<file path="src/rtl/mrta_pkg.sv">
// mrta_pkg: shared types and constants of the threshold alarm unit
// used by mrta_front, mrta_back, the top level and the checker; no dependencies
package mrta_pkg;

  // default number of rule slots and its ceiling
  localparam int DEFAULT_RULE_SLOTS = 8;
  localparam int MAX_RULE_SLOTS     = 8;

  // field widths
  localparam int FIELD_W     = 4;
  localparam int VALUE_W     = 32;
  localparam int RULE_W      = 64;
  localparam int THR_W       = 28;
  localparam int HYS_W       = 28;
  localparam int IDX_W       = 3;
  localparam int CFG_INDEX_W = 4;
  // compare width: value, threshold +/- hysteresis all fit without wrap
  localparam int CMP_W       = 34;

  // queue between front and back
  localparam int QUEUE_DEPTH = 2;
  localparam int QPTR_W      = 1;
  localparam int QCNT_W      = 2;

  // comparison codes of a rule word
  typedef enum logic [2:0] {
    OP_GT = 3'd0,
    OP_GE = 3'd1,
    OP_LT = 3'd2,
    OP_LE = 3'd3,
    OP_EQ = 3'd4
  } op_t;

  // command of an input word
  typedef enum logic {
    CMD_READ  = 1'b0,
    CMD_RESET = 1'b1
  } cmd_t;

  // kind of an output event
  typedef enum logic {
    EV_FIRED   = 1'b0,
    EV_CLEARED = 1'b1
  } kind_t;

  // rule word layout, msb first
  typedef struct packed {
    logic [HYS_W-1:0]   hys;
    logic [THR_W-1:0]   thr;
    logic               enable;
    logic [2:0]         op;
    logic [FIELD_W-1:0] field;
  } rule_t;

  // one classified input word
  typedef struct packed {
    cmd_t                       cmd;
    logic [FIELD_W-1:0]         field;
    logic signed [VALUE_W-1:0]  value;
  } item_t;

  // queue head as seen by the back part
  typedef struct packed {
    logic  valid;
    item_t item;
  } queue_t;

endpackage

</file>
<file path="src/rtl/mrta_front.sv">
// mrta_front: input acceptance, command decode and a two-entry word queue
// depends on mrta_pkg
module mrta_front (
  input  logic                               clk,
  input  logic                               rst,
  input  logic                               reading_valid,
  output logic                               reading_stall,
  input  logic                               cmd,
  input  logic [mrta_pkg::FIELD_W-1:0]        field_id,
  input  logic signed [mrta_pkg::VALUE_W-1:0] reading_value,
  input  logic                               pop,
  output mrta_pkg::queue_t                   head
);

  mrta_pkg::item_t                mem [mrta_pkg::QUEUE_DEPTH];
  logic [mrta_pkg::QPTR_W-1:0]    wr_ptr;
  logic [mrta_pkg::QPTR_W-1:0]    rd_ptr;
  logic [mrta_pkg::QCNT_W-1:0]    count;
  logic                           push;
  logic                           pop_fire;
  mrta_pkg::item_t                item_in;

  // classify the incoming word
  always_comb begin
    item_in.cmd   = cmd ? mrta_pkg::CMD_RESET : mrta_pkg::CMD_READ;
    item_in.field = field_id;
    item_in.value = reading_value;
  end

  assign reading_stall = (count == mrta_pkg::QCNT_W'(mrta_pkg::QUEUE_DEPTH));
  assign push          = reading_valid && !reading_stall;
  assign pop_fire      = pop && (count != '0);

  // queue pointers and fill count
  always_ff @(posedge clk) begin
    if (rst) begin
      wr_ptr <= '0;
      rd_ptr <= '0;
      count  <= '0;
    end else begin
      if (push)     wr_ptr <= wr_ptr + 1'b1;
      if (pop_fire) rd_ptr <= rd_ptr + 1'b1;
      case ({push, pop_fire})
        2'b10:   count <= count + 1'b1;
        2'b01:   count <= count - 1'b1;
        default: count <= count;
      endcase
    end
  end

  // queue storage
  always_ff @(posedge clk) begin
    if (push) mem[wr_ptr] <= item_in;
  end

  assign head.valid = (count != '0);
  assign head.item  = mem[rd_ptr];

endmodule

</file>
<file path="src/rtl/mrta_back.sv">
// mrta_back: rule registers, armed flags, slot-serial scan and event output register
// depends on mrta_pkg; fed by mrta_front through its queue head
module mrta_back #(
  parameter int RULE_SLOTS = mrta_pkg::DEFAULT_RULE_SLOTS
) (
  input  logic                                clk,
  input  logic                                rst,
  input  mrta_pkg::queue_t                    head,
  output logic                                pop,
  input  logic                                cfg_valid,
  input  logic [mrta_pkg::CFG_INDEX_W-1:0]     cfg_index,
  input  logic [mrta_pkg::RULE_W-1:0]          cfg_data,
  output logic                                event_valid,
  input  logic                                event_stall,
  output logic [mrta_pkg::IDX_W-1:0]           rule_index,
  output logic                                event_kind,
  output logic [mrta_pkg::FIELD_W-1:0]         reported_field,
  output logic signed [mrta_pkg::VALUE_W-1:0]  observed_value,
  output logic                                last_flag
);

  localparam int SLOT_W = (RULE_SLOTS > 1) ? $clog2(RULE_SLOTS) : 1;
  localparam int CMP_W  = mrta_pkg::CMP_W;

  typedef enum logic [2:0] {
    ST_IDLE = 3'b001,
    ST_SCAN = 3'b010,
    ST_EMIT = 3'b100
  } state_t;

  state_t                               state;
  mrta_pkg::rule_t                      rules [RULE_SLOTS];
  logic [RULE_SLOTS-1:0]                armed;
  logic [SLOT_W-1:0]                    slot;
  logic [mrta_pkg::FIELD_W-1:0]         cur_field;
  logic signed [mrta_pkg::VALUE_W-1:0]  cur_value;
  logic [RULE_SLOTS-1:0]                ev_mask;
  logic [RULE_SLOTS-1:0]                ev_kind;

  mrta_pkg::rule_t                      rule;
  logic signed [CMP_W-1:0]              v_x;
  logic signed [CMP_W-1:0]              thr_x;
  logic signed [CMP_W-1:0]              hys_x;
  logic signed [CMP_W-1:0]              lo_x;
  logic signed [CMP_W-1:0]              hi_x;
  logic                                 trip;
  logic                                 untrip;
  logic                                 hit;
  logic                                 fire;
  logic                                 clr;
  logic                                 scan_end;
  logic [SLOT_W-1:0]                    sel;
  logic [RULE_SLOTS-1:0]                sel_oh;
  logic [RULE_SLOTS-1:0]                rest;
  logic                                 out_free;
  logic                                 load;

  assign pop = (state == ST_IDLE);

  // evaluate the current slot against the held reading
  always_comb begin
    rule  = rules[slot];
    v_x   = CMP_W'(cur_value);
    thr_x = CMP_W'($signed(rule.thr));
    hys_x = $signed({{(CMP_W-mrta_pkg::HYS_W){1'b0}}, rule.hys});
    lo_x  = thr_x - hys_x;
    hi_x  = thr_x + hys_x;
    case (mrta_pkg::op_t'(rule.op))
      mrta_pkg::OP_GT: begin trip = v_x >  thr_x; untrip = v_x <= lo_x;  end
      mrta_pkg::OP_GE: begin trip = v_x >= thr_x; untrip = v_x <  lo_x;  end
      mrta_pkg::OP_LT: begin trip = v_x <  thr_x; untrip = v_x >= hi_x;  end
      mrta_pkg::OP_LE: begin trip = v_x <= thr_x; untrip = v_x >  hi_x;  end
      mrta_pkg::OP_EQ: begin trip = v_x == thr_x; untrip = v_x != thr_x; end
      default:         begin trip = 1'b0;         untrip = 1'b0;         end
    endcase
    hit  = rule.enable && (rule.field == cur_field);
    fire = hit && !armed[slot] && trip;
    clr  = hit && armed[slot] && untrip;
  end

  assign scan_end = (slot == SLOT_W'(RULE_SLOTS - 1));

  // lowest pending event
  always_comb begin
    sel    = '0;
    sel_oh = '0;
    for (int i = RULE_SLOTS - 1; i >= 0; i--) begin
      if (ev_mask[i]) begin
        sel    = SLOT_W'(i);
        sel_oh = '0;
        sel_oh[i] = 1'b1;
      end
    end
    rest = ev_mask & ~sel_oh;
  end

  assign out_free = !event_valid || !event_stall;
  assign load     = (state == ST_EMIT) && out_free;

  // sequencer, rule registers and armed flags
  always_ff @(posedge clk) begin
    if (rst) begin
      state       <= ST_IDLE;
      armed       <= '0;
      event_valid <= 1'b0;
      for (int i = 0; i < RULE_SLOTS; i++) rules[i] <= '0;
    end else begin
      if (cfg_valid && (cfg_index < mrta_pkg::CFG_INDEX_W'(RULE_SLOTS))) begin
        rules[cfg_index[SLOT_W-1:0]] <= mrta_pkg::rule_t'(cfg_data);
      end
      if (load) begin
        event_valid <= 1'b1;
      end else if (out_free) begin
        event_valid <= 1'b0;
      end
      case (state)
        ST_IDLE: begin
          if (head.valid) begin
            if (head.item.cmd == mrta_pkg::CMD_RESET) begin
              armed <= '0;
            end else begin
              state <= ST_SCAN;
            end
          end
        end
        ST_SCAN: begin
          if (fire || clr) armed[slot] <= fire;
          if (scan_end) begin
            state <= ((ev_mask != '0) || fire || clr) ? ST_EMIT : ST_IDLE;
          end
        end
        ST_EMIT: begin
          if (out_free && (rest == '0)) state <= ST_IDLE;
        end
        default: state <= ST_IDLE;
      endcase
    end
  end

  // held reading, slot counter, event mask and output word
  always_ff @(posedge clk) begin
    if (state == ST_IDLE) begin
      cur_field <= head.item.field;
      cur_value <= head.item.value;
      slot      <= '0;
      ev_mask   <= '0;
    end else if (state == ST_SCAN) begin
      if (fire || clr) begin
        ev_mask[slot] <= 1'b1;
        ev_kind[slot] <= clr;
      end
      slot <= slot + 1'b1;
    end else if (load) begin
      ev_mask <= rest;
    end
    if (load) begin
      rule_index     <= mrta_pkg::IDX_W'(sel);
      event_kind     <= ev_kind[sel] ? mrta_pkg::EV_CLEARED : mrta_pkg::EV_FIRED;
      reported_field <= cur_field;
      observed_value <= cur_value;
      last_flag      <= (rest == '0);
    end
  end

endmodule

</file>
<file path="src/rtl/multi_rule_threshold_alarm_unit.sv">
// multi_rule_threshold_alarm_unit: top level of the threshold alarm with hysteresis
// depends on mrta_pkg, mrta_front and mrta_back
//
//   channel   handshake                  word
//   reading   reading_valid/_stall       cmd, field_id, reading_value
//   event     event_valid/_stall         rule_index, event_kind, reported_field,
//                                        observed_value, last_flag
//   config    cfg_valid/cfg_ready        cfg_index, cfg_data
//
// a reading word is scanned in the back part one slot per cycle through the single
// compare unit, then its events load one per cycle into the output register unless stalled
// a reset word clears the armed flags as it is popped; a two-word queue sits between front and back
// rst is synchronous: clears rule registers, armed flags, queue and output valid
// event_stall holds the output register; the front keeps accepting until the queue fills
// cfg_ready is always high
module multi_rule_threshold_alarm_unit #(
  parameter int RULE_SLOTS = mrta_pkg::DEFAULT_RULE_SLOTS
) (
  input  logic                                clk,
  input  logic                                rst,
  input  logic                                reading_valid,
  output logic                                reading_stall,
  input  logic                                cmd,
  input  logic [mrta_pkg::FIELD_W-1:0]         field_id,
  input  logic signed [mrta_pkg::VALUE_W-1:0]  reading_value,
  output logic                                event_valid,
  input  logic                                event_stall,
  output logic [mrta_pkg::IDX_W-1:0]           rule_index,
  output logic                                event_kind,
  output logic [mrta_pkg::FIELD_W-1:0]         reported_field,
  output logic signed [mrta_pkg::VALUE_W-1:0]  observed_value,
  output logic                                last_flag,
  input  logic                                cfg_valid,
  output logic                                cfg_ready,
  input  logic [mrta_pkg::CFG_INDEX_W-1:0]     cfg_index,
  input  logic [mrta_pkg::RULE_W-1:0]          cfg_data
);

  mrta_pkg::queue_t head;
  logic             pop;

  assign cfg_ready = 1'b1;

  // accept and queue input words
  mrta_front u_front (
    .clk           (clk),
    .rst           (rst),
    .reading_valid (reading_valid),
    .reading_stall (reading_stall),
    .cmd           (cmd),
    .field_id      (field_id),
    .reading_value (reading_value),
    .pop           (pop),
    .head          (head)
  );

  // scan rules and emit events
  mrta_back #(
    .RULE_SLOTS (RULE_SLOTS)
  ) u_back (
    .clk            (clk),
    .rst            (rst),
    .head           (head),
    .pop            (pop),
    .cfg_valid      (cfg_valid && cfg_ready),
    .cfg_index      (cfg_index),
    .cfg_data       (cfg_data),
    .event_valid    (event_valid),
    .event_stall    (event_stall),
    .rule_index     (rule_index),
    .event_kind     (event_kind),
    .reported_field (reported_field),
    .observed_value (observed_value),
    .last_flag      (last_flag)
  );

endmodule

</file>
<file path="config.mk">
export PLATFORM = sky130hd
export DESIGN_NAME = multi_rule_threshold_alarm_unit
export DESIGN_NICKNAME = d
export VERILOG_FILES = /design/src/rtl/mrta_pkg.sv /design/src/rtl/mrta_front.sv /design/src/rtl/mrta_back.sv /design/src/rtl/multi_rule_threshold_alarm_unit.sv
export SDC_FILE = /design/constraint.sdc
export NUM_CORES = 1
export LEC_CHECK = 0
export ABC_AREA = 1
export BUFFER_PORTS_ARGS = -buffer_cell sky130_fd_sc_hd__buf_2
export CORE_MARGIN = 10
export CORE_UTILIZATION = 55
export DETAILED_ROUTE_END_ITERATION = 10
export GPL_TIMING_DRIVEN = 0
export PLACE_DENSITY = 0.79
export RECOVER_POWER = 25
export SLEW_MARGIN = 25
export SYNTH_ARGS = -nofsm -noshare
export SYNTH_HDL_FRONTEND = slang
export SYNTH_SLANG_ARGS = --single-unit
</file>
<file path="constraint.sdc">
create_clock -name clk -period 7.7 [get_ports clk]
set_input_delay 0.77 -clock clk [delete_from_list [all_inputs] [get_ports clk]]
set_output_delay 0.77 -clock clk [all_outputs]
set_load 0.01 [all_outputs]
</file>
## After elaboration in Yosys (flattened, before gate mapping)

Memories as Yosys holds them, arrays and structs flattened. A register that Yosys moved wholly into a read port is not among the register bits.
Cells that the tools add are included.
Widths: inputs -> output; s select.

- Reduce and logical (&&, ||, !) cells: 32
- Bitwise operators: 4
- Order comparisons: 12
- Equal/unequal tests: 20
- Multiplexer cells: 58
- $add $sub $neg: 7

Operators by type and width:

| kind | count |
|---|---|
| $mux 8 | 14 |
| $mux 64 | 1 |
| $reduce_or 64->1 | 1 |
| $mux 3 | 16 |
| $eq 32x28->1 | 1 |
| $ge 32x28->1 | 1 |
| $ge 32x30->1 | 1 |
| $gt 32x28->1 | 1 |
| $gt 32x30->1 | 1 |
| $le 32x28->1 | 1 |
| $le 32x30->1 | 1 |
| $lt 32x28->1 | 1 |
| $lt 32x30->1 | 1 |
| $ne 32x28->1 | 1 |
| $add 28x29->30 | 1 |
| $sub 28x29->30 | 1 |
| $mux 1 | 17 |
| $bwmux 8 | 2 |
| $pmux 8 s2 | 1 |
| $logic_and 1x1->1 | 11 |
| $ne 2x2->1 const B | 5 |
| $pmux 1 s5 | 2 |
| $reduce_bool 2->1 | 5 |
| $eq 3x2->1 const B | 3 |
| other kinds (29) | 43 |

- Bits in registers: 112
- RAM bits: 586
- Memories kept: 2
- Word-level logic and storage cells: 151

Memory list:

| name | words | width | read ports | clocked after Yosys merged registers in | wr ports | line | RTL |
|---|---|---|---|---|---|---|---|
| u_back.rules | 8 | 64 | 1 | 1 | 8 | mrta_back.sv:32 | `mrta_pkg::rule_t rules [RULE_SLOTS];` |
| u_front.mem | 2 | 37 | 1 | 1 | 1 | mrta_front.sv:15 | `mrta_pkg::item_t mem [mrta_pkg::QUEUE_DEPTH];` |

## Depth between registers and ports, before layout

Gate-level depths: netlist of run 1.

- Depth in word-level cells: 14
- Depth in mapped cells: 48
- Depth with buffers taken out: 44

## Cells and area by module

Synthesis of run 1 repeated with hierarchy kept, for this count alone.

- Cell total of the unflattened synthesis: 3487
- Area total of the unflattened synthesis: 34763.3 um^2

By module, submodules not included:

| module | cells each | times used | area an instance (um^2) |
|---|---|---|---|
| mrta_back | 3330 | 1 | 31682.9 |
| mrta_front | 155 | 1 | 3069.2 |
| multi_rule_threshold_alarm_unit | 2 | 1 | 11.3 |

## Least setup slack after synthesis of run 1

OpenSTA, ideal clock, no wires.

- Kind: register to register
- From: register (tool-made name)
- To: register u_back.ev_mask[7]
- Setup time: 0.113 ns
- Cell stages (with the launch flop): 42
- Clock period less this slack: 5.740 ns
- Path slack: 1.960 ns
- Data arrival time: 5.627 ns
- Path through: dfxtp_1 -> buf_4 -> buf_2 -> buf_2 -> buf_2 -> buf_1 -> nor2_1 -> o22ai_1 -> inv_1 -> o21ai_0 -> ha_1 -> nor2_1 -> nand2_1 -> nand2_1 -> a21oi_1 -> o21bai_1 -> nand2_1 -> a21oi_2 -> (+6 left out) -> ha_1 -> nand2_1 -> nor2_1 -> nand4_1 -> nor4_1 -> nand2_1 -> nand2_1 -> nand2_1 -> nand3_1 -> nand2_1 -> nand3_1 -> nand2_1 -> nand2_2 -> nand2_4 -> nand2_4 -> inv_2 -> nor2_1 -> nor2_1

RTL lines:

| item | line | RTL |
|---|---|---|
| end signal, assigned | mrta_back.sv:154 | `ev_mask <= rest;` |
| end, declared | mrta_back.sv:37 | `logic [RULE_SLOTS-1:0] ev_mask;` |

==> results.json, run 1 <==
{
  "max_slew_margin_pct": -13.7,
  "nFillCells": 4885,
  "synthTopCellsByCount": "899 x nor2_1, 671 x edfxtp_1, 366 x o21ai_0",
  "tightestPinTransition_ns": 1.71,
  "die_area_sq_um": 72900,
  "power_uw": 11700,
  "fin_cells": 4565,
  "wirelength_um": 96700,
  "row_count": 91,
  "ant_nets": 0,
  "dp.cells": 4443,
  "numCtsBuffers": 72,
  "timing.fmax_mhz": 138,
  "ys.flop_type": "edfxtp_1",
  "ys_ff_latch": 702,
  "dr_wl_met2_um": 45600,
  "die_w_um": 270,
  "syn_area_sq_um": 34400,
  "htree_levels": 3,
  "initial_core_util_pct": 55.6,
  "critPathSlowestCell": "o21ai_0",
  "critPathRequiredTime_ns": 8.23,
  "drcViolationCount": 0,
  "gp_congestion": 0.948,
  "post-route-min-period_ns": 7.27,
  "critPathCaptureType": "flip-flop",
  "drive_gt1_share_pct": 8.43,
  "rsz0062_at_grt": "no",
  "path_max_fanout": 19,
  "hold_viol_final": 0,
  "yosysTopAreaCell": "edfxtp_1",
  "start_kind": "flip-flop",
  "placed_cell_area_sq_um": 36500,
  "grt_antenna_before_repair": 1,
  "synth_edf_count": 671,
  "status": "complete, but fails checks",
  "crit_arrival_ns": 7.80,
  "max_stage_delay_ns": 0.72,
  "hold_path_class": "input port to flip-flop",
  "crit_type": "flip-flop to flip-flop",
  "max-cap-violations": 1,
  "synthSimpleGateAreaFrac_pct": 14.7,
  "drt_pre_antenna_iters": 6,
  "path_clk_slew_ns": 0.06,
  "yosysSeqAreaShare_pct": 60.4,
  "synth_fp_nets": 3706,
  "io_pins": 154,
  "grt_pass1_vias": 26300,
  "top_layer": "met4",
  "synth.avg_cell_area_sq_um": 10.0,
  "slew_violations": 33,
  "fin_skew_ns": 0.0251,
  "wl_per_cell_um": 21.2,
  "synth_xor_area_share_pct": 1.43,
  "cts.sinks": 702,
  "wl_met1_um": 35500,
  "die_h_um": 270,
  "dr_wl_met3_um": 11000,
  "finalInstanceArea_sq_um": 38800,
  "path_common_cell": "nand2_1",
  "netlist.area_leader.share_pct": 58.6,
  "io_buffers": 152,
  "clock_path_buffers": 3,
  "syn_inst": 3438,
  "first_iter_violations": 3092,
  "leakagePower_uw": 0.0157,
  "hold_buffers": 0,
  "vias": 26500,
  "routed_via_density": 5.81,
  "synthArstFlopShare_pct": 0,
  "syn_to_final_growth_pct": 12.8,
  "synth-compound-area-share_pct": 10.9,
  "final_nets": 3945,
  "synth_top_family_by_area": "simple AND/OR/NAND/NOR gates",
  "yosysMostFrequentCell": "nor2_1",
  "peakVddDrop_v": 0.000170,
  "grt_pass1_wl_um": 146000,
  "track_usage_pct": 25.8,
  "globalRoute.totalOverflow": 0,
  "p_per_area_nw_per_um2": 302,
  "synth_mux_area_share_pct": 1.24,
  "violations": "capacitance limit, slew limit",
  "core-area_sq_um": 61800,
  "synth_area_leaders": "edfxtp_1 59%, nor2_1 9.8%, ha_1 5.7%, o21ai_0 5.3%, inv_1 3.4%",
  "report.final.setup_viol": 0,
  "cts_tree": "done",
  "grt_max_degree": 40,
  "yosys_warnings": 0,
  "fin_crit_sh_pct": 94.4,
  "yosys.area_share.adder_pct": 5.80,
  "synth_cell_type_count": 47,
  "dp_hpwl_um": 68200,
  "clk_latency_ns": 0.65,
  "cts_root_buffer": "clkbuf_16"
}
==> final timing paths <==
| check | start | end | slack [ns] | cells past startpoint |
|---|---|---|---|---|
| worst min register to register | u_front.rd_ptr | u_front.rd_ptr | 0.46 | 1 |
| worst max-delay path | flip-flop | u_back.ev_mask[3] | 0.43 | 35 |
| worst max register to register | flip-flop | u_back.ev_mask[3] | 0.43 | 35 |
| worst min-delay path | reading_value[3] | u_front.mem[0][3] | 0.33 | 1 |
==> report_power, final <==
group | switching, uW | internal (uW)
Sequential | 234 | 4610
Clock | 1520 | 1870
Combinational | 2290 | 1200
Total | 4040 | 7680
==> layer usage <==
metal	global-route usage [%]	vias to the layer above
met1	30.8	12400
met3	6.76	307
met5	0	-
met4	13.2	0
met2	42.5	1523
li1	-	12200
==> worst max-delay path, delay by kind of cell, from the launching register on <==
family | cells | cell delay [ns]
and+or+nand+nor | 19 | 2.53
AOI/OAI and AO/OA | 7 | 2.00
buffers and inverters | 6 | 1.38
adders and majority gates | 2 | 0.70
DFF | 1 | 0.36
xor gates and xnor gates | 1 | 0.18
==> what timing repair did <==
item                                    CTS  global route
buffers inserted                          0             1
pin swaps                                 0             1
resized for setup                        47            73
endpoints found under the setup margin   34            34
gates cloned                              0             0
==> placed cells by master (no fill, tap or decap), drive strengths merged, types with 21 or more instances in the layout <==
cell type,instances
xor2,51
o21ai,382
ha,156
dfxtp,31
nand4,21
inv,319
a21oi,142
nand2,307
edfxtp,671
nor2,899
buf,135
clkbuf,300
mux2,37
nand3,47
clkinv,23
o22ai,122
==> kinds of logic (layout without fill, tap and decap cells) <==
group | count (synthesis) | in the layout
AND/OR/NAND/NOR | 1297 | 1297
adder cells (fa/ha/maj) | 158 | 158
buffers and inverters | 495 | 784
flip-flops | 702 | 702
other | 1 | 2
multiplexers | 38 | 38
XOR/XNOR | 56 | 56
AO/OA/AOI/OAI | 691 | 691
==> per-stage QoR <==
stage                     hold WS (ns)  utilization, %  setup TNS [ns]  setup WS (ns)
after CTS                        0.298            62.8               0        0.00589
after detailed placement         0.447            59.1          -28.11         -0.939
after global placement           0.435            58.5          -29.66         -0.968
final                            0.326            62.7               0          0.431
after global routing             0.328            62.7               0         0.0347
after floorplan                  0.425               -               0           1.96
==> area by class of cell <==
class	count	area (sq um)	area share (%)
flip-flops and latches	702	20800	53.6
multi-input cells	2241	11900	30.6
clock buffers	90	1890	4.88
inverters	315	1180	3.05
well taps	837	1050	2.70
repair buffers	169	900	2.32
plain buffers	176	761	1.96
clock inverters	34	344	0.888
diodes	1	2.50	0.00646
==> state kept, by name, summed over array words and instances (netlist names), named ones only <==
name and cells:
u_back.rules 512, u_front.mem 74, u_back.cur_value 32, u_back.observed_value 32, u_back.armed 8, u_back.ev_kind 8, u_back.ev_mask 8, u_back.cur_field 4
u_back.reported_field 4, u_back.rule_index 3, u_back.slot 3, u_back.state 3, u_front.count 2, u_back.event_kind 1, u_back.event_valid 1, u_back.last_flag 1
u_front.rd_ptr 1, u_front.wr_ptr 1
Power figures use the tool's default switching activity.
==> run 2: changes to the inputs <==
CORE_UTILIZATION = 30   (was 55)
PLACE_DENSITY = 0.52   (was 0.79)
==> results.json, run 2 (synthesized netlist as in run 1, its figures left out) <==
{
  "violations": "capacitance limit, slew limit",
  "fin_skew_ns": 0.0313,
  "io_buffers": 152,
  "grt_max_degree": 42,
  "wl_per_cell_um": 21.1,
  "hold_viol_final": 0,
  "p_per_area_nw_per_um2": 306,
  "tightestPinTransition_ns": 2.14,
  "cts_tree": "done",
  "initial_core_util_pct": 30.1,
  "path_common_cell": "nand2_1",
  "drive_gt1_share_pct": 9.23,
  "layout_common_cells": "899 x nor2_1, 671 x edfxtp_1, 324 x o21ai_0, 311 x inv_1, 296 x nand2_1",
  "leakagePower_uw": 0.0160,
  "power_uw": 12300,
  "start_kind": "flip-flop",
  "wirelength_um": 111000,
  "reg2reg_depth": 31,
  "hold_depth": 1,
  "max_stage_delay_ns": 0.88,
  "first_iter_violations": 2345,
  "crit_type": "flip-flop to flip-flop",
  "final_nets": 3960,
  "clk_latency_ns": 0.69,
  "hold_path_class": "input port to flip-flop",
  "hold_end": "u_front.mem[0][3]",
  "gp_congestion": 0.876,
  "post_cts_buffers": 0,
  "r2r-end": "u_back.ev_mask[5]",
  "cts_root_buffer": "clkbuf_16",
  "track_usage_pct": 16.9,
  "drt_pre_antenna_iters": 6,
  "die_area_sq_um": 128000,
  "nFillCells": 11700,
  "vias": 25700,
  "seqCellArea_sq_um": 20800,
  "critPathSlowestCell": "o21ai_1",
  "postLayoutCoreUtil_pct": 35.2,
  "ant_nets": 0,
  "syn_to_final_growth_pct": 16.7,
  "io_pins": 154,
  "finalSetupTns_ns": 0,
  "rsz0062_at_grt": "no",
  "timing.fmax_mhz": 139,
  "rrSetupSlack_ns": 0.52,
  "place_ws_ns": -1.17,
  "multiInputGateArea_sq_um": 11900,
  "critPathRequiredTime_ns": 8.26,
  "layout_commonest_cell": "nor2_1",
  "crit_arrival_ns": 7.74,
  "min_from": "reading_value[3]",
  "grt_pass1_vias": 25700,
  "die_h_um": 358,
  "numCtsBuffers": 82,
  "max_slew_margin_pct": -43.5,
  "globalRoute.totalOverflow": 0,
  "post-route-min-period_ns": 7.18,
  "grt_antenna_before_repair": 8,
  "cts.sinks": 702,
  "htree_levels": 3,
  "grt_pass1_wl_um": 163000,
  "top_regs": "u_back.rules: 512 flops, u_front.mem: 74 flops",
  "setup_slack_ns": 0.518,
  "max-cap-violations": 1,
  "fin_crit_sh_pct": 93.3,
  "drcViolationCount": 0,
  "path_max_fanout": 10,
  "peakVddDrop_v": 0.000170,
  "core-area_sq_um": 114000,
  "dp_hpwl_um": 79500,
  "report.final.setup_viol": 0,
  "clock_path_buffers": 3,
  "slew_violations": 42,
  "row_count": 124,
  "critPathCaptureType": "flip-flop",
  "routed_via_density": 4.87,
  "path_clk_slew_ns": 0.06,
  "die_w_um": 358,
  "largest_reg_flops": 512,
  "status": "complete, but fails checks",
  "top_register": "u_back.rules"
}
==> run 2: cell count changes in the layout (fill, tap and decap cells not counted), moves of 5 or more <==
cell	change
o21ai_1	+5
clkbuf_2	+11
buf_2	+5
clkbuf_16	+9
buf_12	-5
==> run 2: cell type report <==
class | count | share of cell area (%)
inverters | 315 | 2.95
flip-flops and latches | 702 | 51.8
clock buffers | 109 | 5.42
multi-input cells | 2241 | 29.6
well taps | 1512 | 4.72
repair buffers | 173 | 2.34
plain buffers | 177 | 1.93
clock inverters | 42 | 1.20
diodes | 2 | 0.0125
==> run 2: metal layers <==
| metal | GRT usage (%) | up-vias | part of all wire [%] |
|---|---|---|---|
| li1 | - | 12300 | - |
| met1 | 22.0 | 12500 | 43 |
| met2 | 28.7 | 795 | 48 |
| met3 | 3.20 | 164 | 7.0 |
| met4 | 4.52 | 2 | 2.6 |
| met5 | 0 | - | 0.016 |
==> run 2: critical path, delay by kind of cell (launching register included) <==
kind,cells,cell delay (ns)
adders and majority gates,2,0.67
AOI/OAI and AO/OA,6,1.75
DFF,1,0.48
buffers and inverters,5,1.82
xor gates and xnor gates,1,0.14
and+or+nand+nor,17,2.17
==> run 2: what timing repair did <==
action                     in CTS  in global routing
hold buffers                    0                  0
gates resized for setup        46                 77
gates cloned                    0                  0
setup endpoints to repair      34                 34
==> run 2: how the worst max path moves through the flow <==
stage	start	end	slack, ns	cells after the start
after global placement	flip-flop	u_back.ev_mask[7]	-1.45	38
final	flip-flop	u_back.ev_mask[5]	0.52	31
after global routing	flip-flop	u_back.ev_mask[2]	0.02	39
after CTS	flip-flop	u_back.ev_mask[5]	0.02	40
after floorplan	flip-flop	u_back.ev_mask[7]	1.96	41
after detailed placement	flip-flop	u_back.ev_mask[5]	-1.17	38
==> run 2: stage by stage <==
stage | hold WS [ns] | std cells | instance area (sq um)
after floorplan | 0.425 | 3438 | 34400
after global placement | 0.433 | 5102 | 37000
after detailed placement | 0.441 | 5123 | 37500
after CTS | 0.232 | 5273 | 40200
after global routing | 0.247 | 5271 | 40100
final | 0.272 | 5273 | 40100
==> run 2: where the power goes <==
group          switching [uW]  total [uW]  internal [uW]
logic                    2350        3550           1200
registers                 245        4860           4610
clock network            1650        3870           2210
==> run 3: changes to the inputs <==
CORE_UTILIZATION = 50   (was 30)
CTS_BUF_LIST = sky130_fd_sc_hd__clkbuf_8   (was not set)
PLACE_DENSITY = 0.74   (was 0.52)
==> results.json, run 3 (synthesized netlist as in run 1, its figures left out) <==
{
  "core-area_sq_um": 68300,
  "post_cts_buffers": 0,
  "fin_cells": 4676,
  "power_uw": 11300,
  "wl_per_cell_um": 21.1,
  "postLayoutCoreUtil_pct": 56.6,
  "syn_to_final_growth_pct": 12.6,
  "path_max_fanout": 19,
  "grt_max_degree": 42,
  "swShare_pct": 35.7,
  "crit_arrival_ns": 8.01,
  "rsz0062_at_grt": "no",
  "p_sw_uw": 4040,
  "cts_tree": "done",
  "critPathRequiredTime_ns": 8.34,
  "htree_levels": 3,
  "critPathSlowestCell": "o21ai_0",
  "clk_latency_ns": 0.79,
  "path_clk_slew_ns": 0.06,
  "p_comb_share_pct": 31.0,
  "globalRoute.totalOverflow": 0,
  "numCtsBuffers": 109,
  "cts_root_buffer": "clkbuf_8",
  "fin_crit_sh_pct": 95.7,
  "pwr-share-clk_pct": 26.2,
  "gp_congestion": 0.928,
  "clock_path_buffers": 3,
  "placed_cell_area_sq_um": 36600,
  "vias": 26500,
  "violations": "capacitance limit, slew limit",
  "finalSetupTns_ns": 0,
  "largest_reg_flops": 512,
  "critPathCaptureType": "flip-flop",
  "io_buffers": 152,
  "status": "complete, but fails checks",
  "p_seq_share_pct": 42.8,
  "initial_core_util_pct": 50.3,
  "hold_viol_final": 0,
  "dp_hpwl_um": 70000,
  "path_common_cell": "nand2_1",
  "peakVddDrop_v": 0.000145,
  "io_pins": 154,
  "crit_type": "flip-flop to flip-flop",
  "grt_antenna_before_repair": 2,
  "drt_pre_antenna_iters": 9,
  "drcViolationCount": 0,
  "ant_nets": 0,
  "slew_violations": 68,
  "max_stage_delay_ns": 0.76,
  "track_usage_pct": 24.3,
  "first_iter_violations": 2935,
  "final_nets": 3981,
  "report.final.setup_viol": 0,
  "fin_skew_ns": 0.0550,
  "finalInstanceArea_sq_um": 38700,
  "grt_pass1_vias": 25900,
  "cts.sinks": 702,
  "timing.fmax_mhz": 136,
  "wirelength_um": 98400,
  "tightestPinTransition_ns": 2.15,
  "p_per_area_nw_per_um2": 292,
  "start_kind": "flip-flop",
  "routed_via_density": 5.68,
  "layout_commonest_cell": "nor2_1",
  "die_w_um": 282,
  "die_h_um": 282,
  "layout_common_cells": "899 x nor2_1, 671 x edfxtp_1, 345 x inv_1, 328 x o21ai_0, 296 x nand2_1",
  "row_count": 96,
  "top_regs": "u_back.rules: 512 flops, u_front.mem: 74 flops",
  "post-route-min-period_ns": 7.37,
  "top_register": "u_back.rules",
  "hold_path_class": "input port to flip-flop",
  "dp.cells": 4488,
  "max-cap-violations": 3,
  "die_area_sq_um": 79600,
  "drive_gt1_share_pct": 10.1,
  "grt_pass1_wl_um": 147000,
  "max_slew_margin_pct": -43.7,
  "leakagePower_uw": 0.0159,
  "p_int_uw": 7280
}
[run 3: cell types whose count changed in the layout (fill, tap and decap cells not counted), sizes merged]
cell | before | now
clkinvlp | 4 | 2
clkinv | 30 | 35
buf | 140 | 177
diode | 2 | 1
bufinv | 6 | 2
inv | 317 | 352
clkbuf | 319 | 282
[run 3: path summary, 6_finish.rpt]
check,startpoint,to,slack (ns),depth (start not counted)
max reg2reg,flip-flop,u_back.ev_mask[3],0.33,35
min reg2reg,u_front.rd_ptr,u_front.rd_ptr,0.46,1
min,field_id[1],u_front.mem[1][33],0.19,1
max,flip-flop,u_back.ev_mask[3],0.33,35
[run 3: per-stage QoR]
step,setup WS (ns),hold WS [ns]
after CTS,0.0126,0.139
after floorplan,1.96,0.425
final,0.330,0.193
after global placement,-1.04,0.435
after detailed placement,-1.05,0.448
after global routing,0.00470,0.181
[run 3: layout make-up]
| cell class | instances | area [sq um] |
|---|---|---|
| Fill cell | 5804 | 29600 |
| Tap cell | 882 | 1100 |
| Clock inverter | 76 | 443 |
| Sequential cell | 702 | 20800 |
| Antenna cell | 1 | 2.50 |
| Multi-Input combinational cell | 2241 | 11900 |
| Clock buffer | 115 | 1580 |
| Inverter | 315 | 1180 |
| Buffer | 176 | 743 |
| Timing Repair Buffer | 168 | 1020 |
[run 3: power by group through the flow]
| stage | Combinational [uW] | Sequential [uW] | Clock, uW |
|---|---|---|---|
| 3_3_place_gp | 3300 | 4940 | 0 |
| 3_5_place_dp | 3460 | 4920 | 0 |
| 6_report | 3510 | 4850 | 2960 |
| 2_1_floorplan | 2420 | 4830 | 0 |
| 4_1_cts | 3490 | 4840 | 2990 |
| 5_1_grt | 3940 | 4870 | 3170 |
[run 3: worst max-delay path, delay by kind of cell, from the launching register on]
kind | cells | cell delay [ns]
DFF | 1 | 0.42
and+or+nand+nor | 19 | 2.53
AOI/OAI and AO/OA | 7 | 1.88
xor gates and xnor gates | 1 | 0.12
buffers and inverters | 6 | 1.53
adders and majority gates | 2 | 0.75
[run 3: repair_timing]
action / CTS / global route
hold buffers: 0 / 0
endpoints found under the setup margin: 34 / 34
hold endpoints to repair: 0 / 0
gates resized for setup: 33 / 57
pin swaps: 0 / 0
[run 3: layer usage]
| layer | wire (um) | part of all wire [%] | GRT usage, % |
|---|---|---|---|
| met1 | 37400 | 38 | 30.3 |
| met2 | 47100 | 48 | 40.7 |
| met3 | 10200 | 10 | 5.15 |
| met4 | 3600 | 3.7 | 10.3 |
| met5 | 146 | 0.15 | 0 |
